[config.mk]
export PLATFORM = sky130hd
export DESIGN_NAME = prg_bank_mapper_with_cycle_irq_core
export DESIGN_NICKNAME = d
export VERILOG_FILES = /design/src/prgbm_pkg.sv /design/src/prgbm_ctrl.sv /design/src/prgbm_dp.sv /design/src/prg_bank_mapper_with_cycle_irq_core.sv
export SDC_FILE = /design/constraint.sdc
export NUM_CORES = 1
export LEC_CHECK = 0
export ABC_AREA = 1
export BUFFER_PORTS_ARGS = -buffer_cell sky130_fd_sc_hd__buf_2
export CAP_MARGIN = 20
export CORE_ASPECT_RATIO = 0.5
export CORE_MARGIN = 2
export CORE_UTILIZATION = 50
export DETAILED_ROUTE_END_ITERATION = 12
export HOLD_SLACK_MARGIN = 0.12
export PLACE_DENSITY = 0.82
export SLEW_MARGIN = 40
export SYNTH_ARGS = -nofsm -noshare
export SYNTH_HDL_FRONTEND = slang
export SYNTH_SLANG_ARGS = --single-unit
[constraint.sdc]
create_clock -name clk -period 2.35 [get_ports clk]
set_clock_uncertainty 0.05 [all_clocks]
set_input_delay 0.3525 -clock clk [delete_from_list [all_inputs] [get_ports clk]]
set_output_delay 0.3525 -clock clk [all_outputs]
set_load 0.005 [all_outputs]
[src/prgbm_pkg.sv]
// shared types and constants for the program bank mapper
package prgbm_pkg;

    localparam int unsigned BankCntW = 7;
    localparam int unsigned BankSelW = 6;
    localparam int unsigned AddrW    = 16;
    localparam int unsigned PageW    = 13;
    localparam int unsigned OffsetW  = 19;
    localparam int unsigned CycleW   = 8;
    localparam int unsigned DataW    = 8;
    localparam int unsigned InTdataW  = 32;
    localparam int unsigned InTuserW  = 2;
    localparam int unsigned OutTdataW = 24;

    localparam logic [BankCntW-1:0] BankCntReset = 7'd8;
    localparam logic [BankCntW-1:0] BankCntMin   = 7'd4;
    localparam logic [BankCntW-1:0] BankCntMax   = 7'd64;

    typedef enum logic [1:0] {
        REQ_WRITE = 2'd0,
        REQ_TICK  = 2'd1,
        REQ_READ  = 2'd2,
        REQ_NONE  = 2'd3
    } req_type_t;

    // address bits 15..13
    typedef enum logic [2:0] {
        RGN_0000 = 3'd0,
        RGN_2000 = 3'd1,
        RGN_4000 = 3'd2,
        RGN_6000 = 3'd3,
        RGN_8000 = 3'd4,
        RGN_A000 = 3'd5,
        RGN_C000 = 3'd6,
        RGN_E000 = 3'd7
    } region_t;

    typedef enum logic [1:0] {
        ST_EMPTY = 2'b01,
        ST_FULL  = 2'b10
    } ctrl_state_t;

    typedef struct packed {
        logic exec;
    } ctrl_cmd_t;

endpackage

[src/prgbm_ctrl.sv]
// handshake controller for the mapper output register
module prgbm_ctrl
    import prgbm_pkg::*;
(
    input  logic      clk,
    input  logic      rst_n,
    input  logic      in_valid,
    output logic      in_ready,
    output logic      out_valid,
    input  logic      out_ready,
    output ctrl_cmd_t cmd
);

    ctrl_state_t state_reg;
    ctrl_state_t state_next;

    assign in_ready  = (state_reg == ST_EMPTY) || out_ready;
    assign out_valid = (state_reg == ST_FULL);
    assign cmd.exec  = in_valid && in_ready;

    always_comb
    begin
        state_next = state_reg;
        case (state_reg)
            ST_EMPTY:
            begin
                if (cmd.exec)
                begin
                    state_next = ST_FULL;
                end
            end
            ST_FULL:
            begin
                if (!cmd.exec && out_ready)
                begin
                    state_next = ST_EMPTY;
                end
            end
            default:
            begin
                state_next = ST_EMPTY;
            end
        endcase
    end

    always_ff @(posedge clk or negedge rst_n)
    begin
        if (!rst_n)
        begin
            state_reg <= ST_EMPTY;
        end
        else
        begin
            state_reg <= state_next;
        end
    end

endmodule

[src/prgbm_dp.sv]
// mapper state, irq counter, address translation and result register
module prgbm_dp
    import prgbm_pkg::*;
#(
    parameter int unsigned IRQ_PERIOD = 4096
)
(
    input  logic                 clk,
    input  logic                 rst_n,
    input  ctrl_cmd_t            cmd,
    input  logic                 cfg_we,
    input  logic [BankCntW-1:0]  cfg_wdata,
    input  logic [InTuserW-1:0]  req_type,
    input  logic [AddrW-1:0]     cpu_address,
    input  logic [DataW-1:0]     write_data,
    input  logic [CycleW-1:0]    cycle_count,
    output logic [OffsetW-1:0]   rom_offset,
    output logic                 rom_hit,
    output logic                 irq_line
);

    localparam int unsigned AccW = $clog2(IRQ_PERIOD + 1);
    localparam int unsigned SumW = AccW + 1;
    localparam logic [SumW-1:0] PeriodSum = SumW'(IRQ_PERIOD);

    logic [BankCntW-1:0] bank_cnt_reg;
    logic [BankSelW-1:0] bank_sel_reg;
    logic [BankSelW-1:0] bank_sel_next;
    logic                armed_reg;
    logic                armed_next;
    logic [AccW-1:0]     acc_reg;
    logic [AccW-1:0]     acc_next;
    logic                waiting_reg;
    logic                waiting_next;
    logic [OffsetW-1:0]  offset_reg;
    logic [OffsetW-1:0]  offset_next;
    logic                hit_reg;
    logic                hit_next;
    logic                irq_reg;

    logic [BankCntW-1:0] n_used;
    logic [BankCntW-1:0] sel_raw;
    logic [BankCntW-1:0] bank;
    logic [SumW-1:0]     acc_sum;
    region_t             region;
    req_type_t           kind;

    assign region  = region_t'(cpu_address[AddrW-1:PageW]);
    assign kind    = req_type_t'(req_type);
    assign sel_raw = BankCntW'(write_data[2:0]);
    assign acc_sum = SumW'(acc_reg) + SumW'(cycle_count);

    always_comb
    begin
        if (bank_cnt_reg < BankCntMin)
        begin
            n_used = BankCntMin;
        end
        else if (bank_cnt_reg > BankCntMax)
        begin
            n_used = BankCntMax;
        end
        else
        begin
            n_used = bank_cnt_reg;
        end
    end

    always_comb
    begin
        case (region)
            RGN_6000: bank = n_used - 7'd2;
            RGN_8000: bank = n_used - 7'd4;
            RGN_A000: bank = n_used - 7'd3;
            RGN_C000: bank = BankCntW'(bank_sel_reg);
            default:  bank = n_used - 7'd1;
        endcase
    end

    always_comb
    begin
        bank_sel_next = bank_sel_reg;
        armed_next    = armed_reg;
        acc_next      = acc_reg;
        waiting_next  = waiting_reg;
        offset_next   = '0;
        hit_next      = 1'b0;
        case (kind)
            REQ_WRITE:
            begin
                case (region)
                    RGN_8000:
                    begin
                        armed_next   = 1'b0;
                        waiting_next = 1'b0;
                        acc_next     = '0;
                    end
                    RGN_A000:
                    begin
                        armed_next = 1'b1;
                        acc_next   = '0;
                    end
                    RGN_E000:
                    begin
                        // value below 8 and count at least 4: one subtract suffices
                        if (sel_raw >= n_used)
                        begin
                            bank_sel_next = BankSelW'(sel_raw - n_used);
                        end
                        else
                        begin
                            bank_sel_next = BankSelW'(sel_raw);
                        end
                    end
                    default:
                    begin
                    end
                endcase
            end
            REQ_TICK:
            begin
                if (armed_reg)
                begin
                    if (acc_sum >= PeriodSum)
                    begin
                        acc_next     = AccW'(IRQ_PERIOD);
                        waiting_next = 1'b1;
                        armed_next   = 1'b0;
                    end
                    else
                    begin
                        acc_next = AccW'(acc_sum);
                    end
                end
            end
            REQ_READ:
            begin
                if (region inside {RGN_6000, RGN_8000, RGN_A000, RGN_C000, RGN_E000})
                begin
                    offset_next = {bank[BankSelW-1:0], cpu_address[PageW-1:0]};
                    hit_next    = 1'b1;
                end
            end
            default:
            begin
            end
        endcase
    end

    always_ff @(posedge clk or negedge rst_n)
    begin
        if (!rst_n)
        begin
            bank_cnt_reg <= BankCntReset;
            bank_sel_reg <= '0;
            armed_reg    <= 1'b0;
            acc_reg      <= '0;
            waiting_reg  <= 1'b0;
        end
        else
        begin
            if (cfg_we)
            begin
                bank_cnt_reg <= cfg_wdata;
            end
            if (cmd.exec)
            begin
                bank_sel_reg <= bank_sel_next;
                armed_reg    <= armed_next;
                acc_reg      <= acc_next;
                waiting_reg  <= waiting_next;
            end
        end
    end

    always_ff @(posedge clk)
    begin
        if (cmd.exec)
        begin
            offset_reg <= offset_next;
            hit_reg    <= hit_next;
            irq_reg    <= waiting_next;
        end
    end

    assign rom_offset = offset_reg;
    assign rom_hit    = hit_reg;
    assign irq_line   = irq_reg;

endmodule

[src/prg_bank_mapper_with_cycle_irq_core.sv]
// top level of the program bank mapper with cycle interrupt
//
// input stream: one transfer per item; tuser carries the request kind
// (write, cycle tick, read translation), tdata the address, write byte
// and tick cycle count. every item yields exactly one output transfer
// with the rom byte offset, a hit flag for reads at $6000 and above,
// and the interrupt-pending level after the item.
// latency: the result is presented on the cycle after the input
// transfer. throughput: one item per cycle while the receiver takes
// each result, set by the single output register; the next item is
// taken in the same cycle the held result is taken.
// when the receiver stalls, the result is held in the output register
// and s_axis_tready drops until it is taken.
// reset clears the bank select, irq enable, counter and pending flag,
// sets the bank count to 8 and empties the output register.
// cfg_we/cfg_wdata write the bank count; write only while idle.
module prg_bank_mapper_with_cycle_irq_core
    import prgbm_pkg::*;
#(
    parameter int unsigned IRQ_PERIOD = 4096
)
(
    input  logic                 clk,
    input  logic                 rst_n,
    input  logic                 cfg_we,
    input  logic [BankCntW-1:0]  cfg_wdata,
    input  logic                 s_axis_tvalid,
    output logic                 s_axis_tready,
    // cpu_address, write_data, cycle_count
    input  logic [InTdataW-1:0]  s_axis_tdata,
    // req_type
    input  logic [InTuserW-1:0]  s_axis_tuser,
    output logic                 m_axis_tvalid,
    input  logic                 m_axis_tready,
    // rom_offset, rom_hit, irq_line, zero fill
    output logic [OutTdataW-1:0] m_axis_tdata
);

    ctrl_cmd_t          cmd;
    logic [OffsetW-1:0] rom_offset;
    logic               rom_hit;
    logic               irq_line;

    prgbm_ctrl u_ctrl (
        .clk       (clk),
        .rst_n     (rst_n),
        .in_valid  (s_axis_tvalid),
        .in_ready  (s_axis_tready),
        .out_valid (m_axis_tvalid),
        .out_ready (m_axis_tready),
        .cmd       (cmd)
    );

    prgbm_dp #(
        .IRQ_PERIOD (IRQ_PERIOD)
    ) u_dp (
        .clk         (clk),
        .rst_n       (rst_n),
        .cmd         (cmd),
        .cfg_we      (cfg_we),
        .cfg_wdata   (cfg_wdata),
        .req_type    (s_axis_tuser),
        .cpu_address (s_axis_tdata[15:0]),
        .write_data  (s_axis_tdata[23:16]),
        .cycle_count (s_axis_tdata[31:24]),
        .rom_offset  (rom_offset),
        .rom_hit     (rom_hit),
        .irq_line    (irq_line)
    );

    assign m_axis_tdata = {3'b000, irq_line, rom_hit, rom_offset};

endmodule

After elaboration in Yosys (flattened, before gate mapping). Cells that the tools add are included.

Bits in registers: 51. Bits in latches: 0. Bits in writable memories: 0. Memory bits (read-only): 0. Input bits: 46. Logic and storage cells: 66. Memories kept: 0.

Add/subtract/negate cells: 6. $mul: 0. Div/mod/pow operators: 0. Order comparisons: 4. Eq/ne operators: 14. Shift operators: 0. Mux-type cells: 20. Bitwise logic cells: 0. Reductions and logical operators: 13.

Operators with widths (number): $mux 13 (3); $pmux 13 s2 (1); $pmux 6 s4 (1); $add 13x8->14 (1); $ge 14x13->1 const B (1); $mux 7 (2); $eq 3x3->1 const B (4); $sub 6x2->6 const B (2); $ge 3x7->1 (1); $gt 7x7->1 const B (1); $lt 7x3->1 const B (1); $mux 1 (6); $mux 6 (1); $ne 2x1->1 const B (3); $pmux 1 s2 (3); $reduce_and 3->1 (2); $sub 3x6->6 (1); $sub 6x1->6 const B (1); $sub 6x3->6 const B (1); $reduce_bool 5->1 (1); $eq 2x1->1 const B (2); $eq 2x2->1 const B (2); $mux 2 (2); $pmux 2 s2 (1); 11 further kinds (13).

Logic depth before layout (Yosys ltp). Gate-level depths: netlist of run 1.

Depth in word-level cells: 7. Depth in mapped cells: 15.

By module. Synthesis of run 1 repeated with hierarchy kept, for this count alone.

Cells, all modules: 404. Area, all modules: 3294.4 um2.

Modules (own cells, without submodules): prgbm_dp (instances 1, cells an instance 379, area each 3133.0 um2); prgbm_ctrl (instances 1, cells an instance 19, area each 120.1 um2); prg_bank_mapper_with_cycle_irq_core (instances 1, cells an instance 6, area each 41.3 um2).

Worst setup path before layout of run 1. No wires, ideal clock.

Path type: flip-flop to flip-flop. From: register u_dp.bank_cnt_reg[6]. To: register u_dp.offset_reg[17] (netlist: u_dp.rom_offset[17]) (data pin). Setup time: 261 ps. Data arrival time: 1896 ps. Data required time: 2039 ps. Path slack: 143 ps. Cell stages (with the launch flop): 11. Buffers on the path: 0. Clock period less this slack: 2207 ps. Path through: dfrtp_1 -> nor2_1 -> nand3_1 -> nand3_1 -> inv_1 -> fa_1 -> inv_1 -> o21ai_0 -> xor2_1 -> o21ai_0 -> a31oi_1.

Longest elaborated chain between the ends: 5. Elaborated cells between the ends (all ways): 9. Those cells by class: add/sub: 4; order compare: 2; mux: 3.

Ends and longest elaborated chain: start, declared (RTL line prgbm_dp.sv:26) `logic [BankCntW-1:0] bank_cnt_reg;`; start signal, assigned (RTL line prgbm_dp.sv:154) `bank_cnt_reg <= BankCntReset;`; start signal, assigned (RTL line prgbm_dp.sv:164) `bank_cnt_reg <= cfg_wdata;`; $gt 7x7->1 (RTL line prgbm_dp.sv:59) `else if (bank_cnt_reg > BankCntMax)`; $mux 7 (RTL line prgbm_dp.sv:59); $mux 7 (*) (RTL line prgbm_dp.sv:55) `if (bank_cnt_reg < BankCntMin)`; $sub 6x1->6 (tied with other cells) (RTL line prgbm_dp.sv:76) `default: bank = n_used - 7'd1;`; $pmux 6 s4 (*) (RTL line prgbm_dp.sv:71) `case (region)`; end signal, assigned (RTL line prgbm_dp.sv:180) `offset_reg <= offset_next;`; end, declared (RTL line prgbm_dp.sv:35) `logic [OffsetW-1:0] offset_reg;`.

Mark *: on every way between the ends. The rest lies on a longest branch, timed or not. A chain may end at the register's enable or synchronous reset.

Worst setup path in the final report of run 1.
From: register u_dp.bank_cnt_reg[2]. To: register u_dp.bank_sel_reg[2].

Longest elaborated chain between the ends: 5. Elaborated cells between the ends (all ways): 7. Those cells by class: add/sub: 1; order compare: 3; mux: 3.

Ends and longest elaborated chain: $gt 7x7->1 (RTL line prgbm_dp.sv:59); $mux 7 (RTL line prgbm_dp.sv:59); $mux 7 (*) (RTL line prgbm_dp.sv:55); $sub 3x6->6 / $ge 3x7->1 (equally long branches) (RTL line prgbm_dp.sv:108, prgbm_dp.sv:106); $mux 6 (*) (RTL line prgbm_dp.sv:106) `if (sel_raw >= n_used)`; end signal, assigned (RTL line prgbm_dp.sv:168) `bank_sel_reg <= bank_sel_next;`; end, declared (RTL line prgbm_dp.sv:27) `logic [BankSelW-1:0] bank_sel_reg;`.

Marks and branches as above.

==> results of run 1 <==
## repair_timing
action / 4_1_cts / 5_1_grt
hold buffers: 1 / 0
buffers inserted: 0 / 7
gates resized for setup: 0 / 20
hold endpoints to repair: 28 / 0
endpoints found under the setup margin: 0 / 8
## stage by stage
step / cell area [um^2] / util, % / TNS, ns / total power, W / hold WS (ns)
2_1_floorplan: 3300 / - / 0 / 0.00189 / 0.00691
3_3_place_gp: 3760 / 60.6 / 0 / 0.00214 / 0.378
3_5_place_dp: 3760 / 60.6 / 0 / 0.00217 / 0.391
4_1_cts: 3970 / 63.9 / 0 / 0.00311 / 0.218
5_1_grt: 4080 / 65.8 / -0.339 / 0.00336 / 0.242
6_report: 4080 / 65.8 / 0 / 0.00315 / 0.219
## critical path, cell delays in order, from the launching register on
cell and delay, ns:
dfrtp_1 0.41, nor2_2 0.13, nand2_1 0.06, o21ai_1 0.13
nand2_1 0.08, nand2_2 0.09, inv_2 0.05, ha_4 0.30
nand2_2 0.06, o21ai_2 0.15, nand2_2 0.09, a21oi_4 0.28
o21ai_1 0.11, o211ai_1 0.09, nand2_1 0.07
## power groups by stage
stage | clock (W) | combinational, W | sequential, W
finish | 0.000935 | 0.00100 | 0.00122
floorplan | 0 | 0.000664 | 0.00122
detailed placement | 0 | 0.000938 | 0.00123
global placement | 0 | 0.000911 | 0.00122
global route | 0.000985 | 0.00114 | 0.00124
CTS | 0.000945 | 0.000945 | 0.00122
## cell families after synthesis
| logic type | after synthesis | share of synthesized area [%] |
|---|---|---|
| AO/OA/AOI/OAI | 53 | 9.54 |
| XOR/XNOR | 12 | 3.19 |
| adder cells (fa/ha/maj) | 18 | 7.52 |
| buffers and inverters | 87 | 10.6 |
| flip-flops | 51 | 42.0 |
| multiplexers | 2 | 0.684 |
| other | 1 | 0.114 |
| AND/OR/NAND/NOR | 195 | 26.4 |
## cell type report
class | instances | area share [%]
clock buffer | 5 | 3.06
clock inverter | 3 | 1.65
inverter | 80 | 7.48
multi-input combinational | 283 | 39.9
sequential | 51 | 33.9
tap | 88 | 2.70
timing repair buffer | 82 | 11.3
## final timing paths
| check | startpoint | end | slack [ns] |
|---|---|---|---|
| max in group asynchronous | rst_n | u_dp.acc_reg[8] | 1.21 |
| worst min register to register | u_dp.acc_reg[4] | u_dp.acc_reg[4] | 0.44 |
| worst max-delay path | u_dp.bank_cnt_reg[2] | u_dp.bank_sel_reg[2] | 0.09 |
| worst max register to register | u_dp.bank_cnt_reg[2] | u_dp.bank_sel_reg[2] | 0.09 |
| min in group asynchronous | rst_n | u_dp.bank_cnt_reg[4] | 0.59 |
| worst min-delay path | cfg_wdata[5] | u_dp.bank_cnt_reg[5] | 0.22 |
## routing by layer
layer | vias up | GRT usage [%] | share of wire [%]
li1 | 1483 | - | -
met1 | 1297 | 25.4 | 45
met2 | 52 | 36.9 | 50
met3 | 5 | 3.80 | 3.9
met4 | 0 | 5.10 | 0.66
met5 | - | 0 | 0
## placed cells by master, fill, tap and decap left out, drive strengths merged
cell,n
buf,81
or2,3
mux2,2
inv,80
clkbuf,5
dfrtp,28
dlygate4sd3,1
nor2,48
nand3,25
dfstp,2
ha,15
o21ai,24
nor3,1
o211ai,2
nand4,5
o21bai,1
edfxtp,21
nand2,113
bufinv,2
fa,3
a21boi,1
o22ai,2
a21oi,19
clkinvlp,1
xnor2,2
a31oi,2
a221oi,2
conb,3
xor2,10
==> results.sh, run 1 <==
export IMPL_vias=2837
export IMPL_overflow=0
export IMPL_synth_ff_type="dfrtp_1"
export IMPL_async_flop_share_pct=58.8
export IMPL_power_share_combinational_pct=31.7
export IMPL_io_buffers=63
export IMPL_antenna_left=0
export IMPL_ys_ff_latch=51
export IMPL_dieArea_um2=7290
export IMPL_startpoint_type="flop"
export IMPL_htree_levels=2
export IMPL_rows=20
export IMPL_drt_total_wl_um=7010
export IMPL_dp_cells=576
export IMPL_start_util_pct=53.1
export IMPL_p_leak_nw=2.20
export IMPL_critPathKind="reg -> reg"
export IMPL_end_kind="flop"
export IMPL_fin_ws_ns=0.0871
export IMPL_clockRootBuffer="clkbuf_16"
export IMPL_switchingPower_w=0.00101
export IMPL_gp_congestion=0.889
export IMPL_dieWidth_um=119
export IMPL_largest_reg_flops=19
export IMPL_synth_common_cells="110 x nand2_1, 73 x inv_1, 42 x nor2_1"
export IMPL_hpwl_um=5160
export IMPL_max_freq_ghz=0.442
export IMPL_antenna_found_initial=0
export IMPL_powerDensity_nw_per_um2=772
export IMPL_setup_violations=0
export IMPL_power_share_clock_pct=29.7
export IMPL_layout_cells_non_filler=592
export IMPL_core_um2=6210
export IMPL_drive_gt1_share_pct=26.6
export IMPL_drc=0
export IMPL_synthCells=419
export IMPL_cp_required_ns=2.47
export IMPL_die_h_um=61.4
export IMPL_r2r_cells=14
export IMPL_grt_pass1_vias=2561
export IMPL_wl_per_cell_um=11.8
export IMPL_slew_violations=0
export IMPL_fillers=503
export IMPL_clkTransAtPathRegs_ns=0.07
export IMPL_vias_per_cell=4.79
export IMPL_cts_tree="yes"
export IMPL_grt_pass1_wl_um=11500
export IMPL_post_place_ws_ns=0.0794
export IMPL_rsz0062_at_grt="yes"
export IMPL_ir_drop_mv=0.402
export IMPL_synth_top_area_cell="dfrtp_1"
export IMPL_ys_top_cells_by_area="dfrtp_1 21%, edfxtp_1 19%, nand2_1 13%"
export IMPL_synth_warning_count=0
export IMPL_dr_pass1_iters=4
export IMPL_cts_buffer_depth=2
export IMPL_clock_sinks=51
export IMPL_hold_path_depth=3
export IMPL_seqCellArea_um2=1380
export IMPL_insertion_delay_ns=0.29
export IMPL_synthDistinctLibCells=37
export IMPL_grt_usage_pct=20.0
export IMPL_worst_pin_slew_ns=0.683
export IMPL_arrival_ns=2.39
export IMPL_synth_top_area_share_pct=21.3
export IMPL_maxSlewHeadroom_pct=54.5
export IMPL_period_needed_ns=2.26
export IMPL_synth_edf_count=21
export IMPL_drtIter0Drc=142
export IMPL_layout_nets=567
export IMPL_syn_avg_cell_area_um2=7.86
export IMPL_syn_to_final_growth_pct=24.0
export IMPL_period_share_pct=96.3
export IMPL_seq_power_share_pct=38.6
export IMPL_drv_cap=0
export IMPL_cp_max_fo=7
export IMPL_yosysMostFrequentCell="nand2_1"
export IMPL_hold_viol=0
export IMPL_grt_max_degree=31
export IMPL_p_sw_share_pct=31.9
export IMPL_p_int_w=0.00215
export IMPL_status="finished, final reports clean"
export IMPL_ys_seq_area_share_pct=42.0
export IMPL_numCtsBuffers=5
export IMPL_syn_cell_area_um2=3290
export IMPL_hold_class="in -> reg"
export IMPL_multiInputGateArea_um2=1630
export IMPL_io_pins=72
export IMPL_antenna_diode_count=0
(Power assumes the default switching activity.)
==> inputs of run 2 (changes only) <==
PLACE_DENSITY = 0.87   (was 0.82)
SYNTH_HIERARCHICAL = 1   (was unset)
==> run 2 against run 1 <==
  * Final area down 3.2%
  * Count of clock-buffer cells in the layout up 2
  * Critical path depth is the same
  * Worst setup slack improved by 0.045 ns
  * First-iteration DRC count up 19%
  * Largest power group unchanged
==> results.sh, run 2 <==
export IMPL_max_freq_ghz=0.451
export IMPL_synth_edf_count=21
export IMPL_synth_warning_count=6
export IMPL_worst_pin_slew_ns=0.663
export IMPL_drive_gt1_share_pct=27.4
export IMPL_rrSetupSlack_ns=0.13
export IMPL_period_share_pct=94.4
export IMPL_numCtsBuffers=5
export IMPL_largest_reg_flops=19
export IMPL_cts_tree="yes"
export IMPL_synth_top_area_share_pct=21.3
export IMPL_start_util_pct=53.1
export IMPL_hold_path_depth=3
export IMPL_arrival_ns=2.34
export IMPL_antenna_diode_count=0
export IMPL_insertion_delay_ns=0.29
export IMPL_grt_max_degree=31
export IMPL_cp_max_fo=6
export IMPL_cp_required_ns=2.47
export IMPL_setup_violations=0
export IMPL_grt_usage_pct=19.6
export IMPL_synth_ff_type="dfrtp_1"
export IMPL_fin_total_pwr_w=0.00278
export IMPL_hpwl_um=5280
export IMPL_drt_total_wl_um=7110
export IMPL_rows=20
export IMPL_final_cell_mix="91 x nand2_1, 63 x buf_2, 60 x inv_1, 34 x nor2_1, 28 x dfrtp_1"
export IMPL_slew_violations=0
export IMPL_critPathKind="reg -> reg"
export IMPL_synth_top_area_cell="dfrtp_1"
export IMPL_maxSlewHeadroom_pct=55.8
export IMPL_wl_per_cell_um=12.5
export IMPL_clock_sinks=51
export IMPL_multiInputGateArea_um2=1630
export IMPL_io_buffers=63
export IMPL_overflow=0
export IMPL_vias_per_cell=5.00
export IMPL_syn_to_final_growth_pct=19.9
export IMPL_synthCells=404
export IMPL_ir_drop_mv=0.281
export IMPL_end_kind="flop"
export IMPL_antenna_found_initial=0
export IMPL_cts_buffer_depth=2
export IMPL_antenna_left=0
export IMPL_htree_levels=2
export IMPL_p_leak_nw=1.98
export IMPL_io_pins=72
export IMPL_ys_top_cells_by_area="dfrtp_1 21%, edfxtp_1 19%, nand2_1 10%"
export IMPL_status="finished, final reports clean"
export IMPL_r2r_cells=14
export IMPL_dieWidth_um=119
export IMPL_drc=0
export IMPL_ys_seq_area_share_pct=42.0
export IMPL_grt_pass1_vias=2557
export IMPL_die_h_um=61.4
export IMPL_layout_nets=544
export IMPL_seqCellArea_um2=1380
export IMPL_yosysMostFrequentCell="nand2_1"
export IMPL_grt_pass1_wl_um=11400
export IMPL_gp_congestion=0.869
export IMPL_dieArea_um2=7290
export IMPL_vias=2852
export IMPL_syn_cell_area_um2=3290
export IMPL_core_um2=6210
export IMPL_dr_pass1_iters=5
export IMPL_syn_avg_cell_area_um2=8.15
export IMPL_powerDensity_nw_per_um2=703
export IMPL_synthDistinctLibCells=41
export IMPL_startpoint_type="flop"
export IMPL_async_flop_share_pct=58.8
export IMPL_ys_ff_latch=51
export IMPL_drtIter0Drc=169
export IMPL_synth_common_cells="92 x nand2_1, 60 x inv_1, 35 x nor2_1"
export IMPL_hold_class="in -> reg"
export IMPL_clockRootBuffer="clkbuf_16"
export IMPL_hold_viol=0
export IMPL_hold_ws_ns=0.219
export IMPL_period_needed_ns=2.22
export IMPL_clkTransAtPathRegs_ns=0.07
export IMPL_final_common_cell="nand2_1"
export IMPL_final_core_util_pct=63.6
export IMPL_drv_cap=0
export IMPL_fillers=525
[run 2: cell count changes in the layout (fill, tap and decap cells not counted), sizes merged, moves of 3 or more]
cell / delta
o21ai: +9
nor2: -4
buf: -5
inv: -9
nand4: -4
xor2: -3
nand2: -15
nand3b: +4
xnor2: +3
[run 2: final timing paths]
check / end / startpoint
worst max-delay path: u_dp/bank_sel_reg[2] / u_dp/bank_cnt_reg[6]
worst min-delay path: u_dp/bank_cnt_reg[2] / cfg_wdata[2]
worst max register to register: u_dp/bank_sel_reg[2] / u_dp/bank_cnt_reg[6]
worst min register to register: u_dp/acc_reg[0] / u_dp/acc_reg[0]
max in group asynchronous: u_dp/acc_reg[5] / rst_n
min in group asynchronous: u_dp/bank_cnt_reg[1] / rst_n
[run 2: cell type report]
type                            count  area share (%)
Clock inverter                      1           0.127
Clock buffer                        7            3.36
Inverter                           71            6.75
Multi-Input combinational cell    275            41.2
Sequential cell                    51            35.0
Timing Repair Buffer               77            10.7
Tap cell                           88            2.79
[run 2: cells by family after synthesis]
group | count (synthesis) | synth area share [%]
flops | 51 | 42.0
compound gates | 68 | 13.0
xor+xnor | 12 | 3.19
other cells | 1 | 0.114
buf+inv | 80 | 9.95
simple gates | 175 | 24.6
fa+ha+maj | 17 | 7.14
[run 2: worst max-delay path, stage by stage, from the launching register on]
cell,delay (ns)
dfrtp_1,0.39
inv_2,0.08
nand2_1,0.08
nor2_2,0.14
nand2_1,0.07
nand2_2,0.09
inv_2,0.06
ha_4,0.28
nand2_1,0.07
o21ai_2,0.17
nand2_2,0.09
a21boi_4,0.23
o21ai_1,0.10
o211ai_1,0.10
o21ai_1,0.09
[run 2: routing by layer]
layer  GRT usage [%]  up-vias  share of wire (%)
met3            4.07        9                4.7
met5               0        -                  0
met1            24.6     1313                 44
met2            36.4       74                 50
met4            4.25        0               0.79
li1                -     1456                  -
[run 2: repair_timing]
| action | CTS | global route |
|---|---|---|
| hold endpoints to repair | 28 | 0 |
| pin swaps | 1 | 4 |
| resized for setup | 1 | 8 |
| gates cloned | 0 | 0 |
| buffers inserted | 2 | 2 |
| hold buffers | 1 | 0 |
| setup endpoints to repair | 1 | 8 |
[run 2: power by group]
| part | switching, W | internal [W] |
|---|---|---|
| clock | 0.000301 | 0.000394 |
| combinational | 0.000533 | 0.000354 |
| sequential | 0.0000771 | 0.00112 |
| total | 0.000911 | 0.00187 |
[run 2: stage by stage]
stage | setup TNS [ns] | cell area, um^2 | cells | setup slack [ns]
floorplan | 0 | 3310 | 406 | 0.182
global placement | 0 | 3740 | 557 | 0.107
detailed placement | -0.0176 | 3740 | 557 | -0.0176
CTS | 0 | 3910 | 568 | 0.00504
global route | -0.0433 | 3950 | 570 | -0.0179
finish | 0 | 3950 | 570 | 0.132
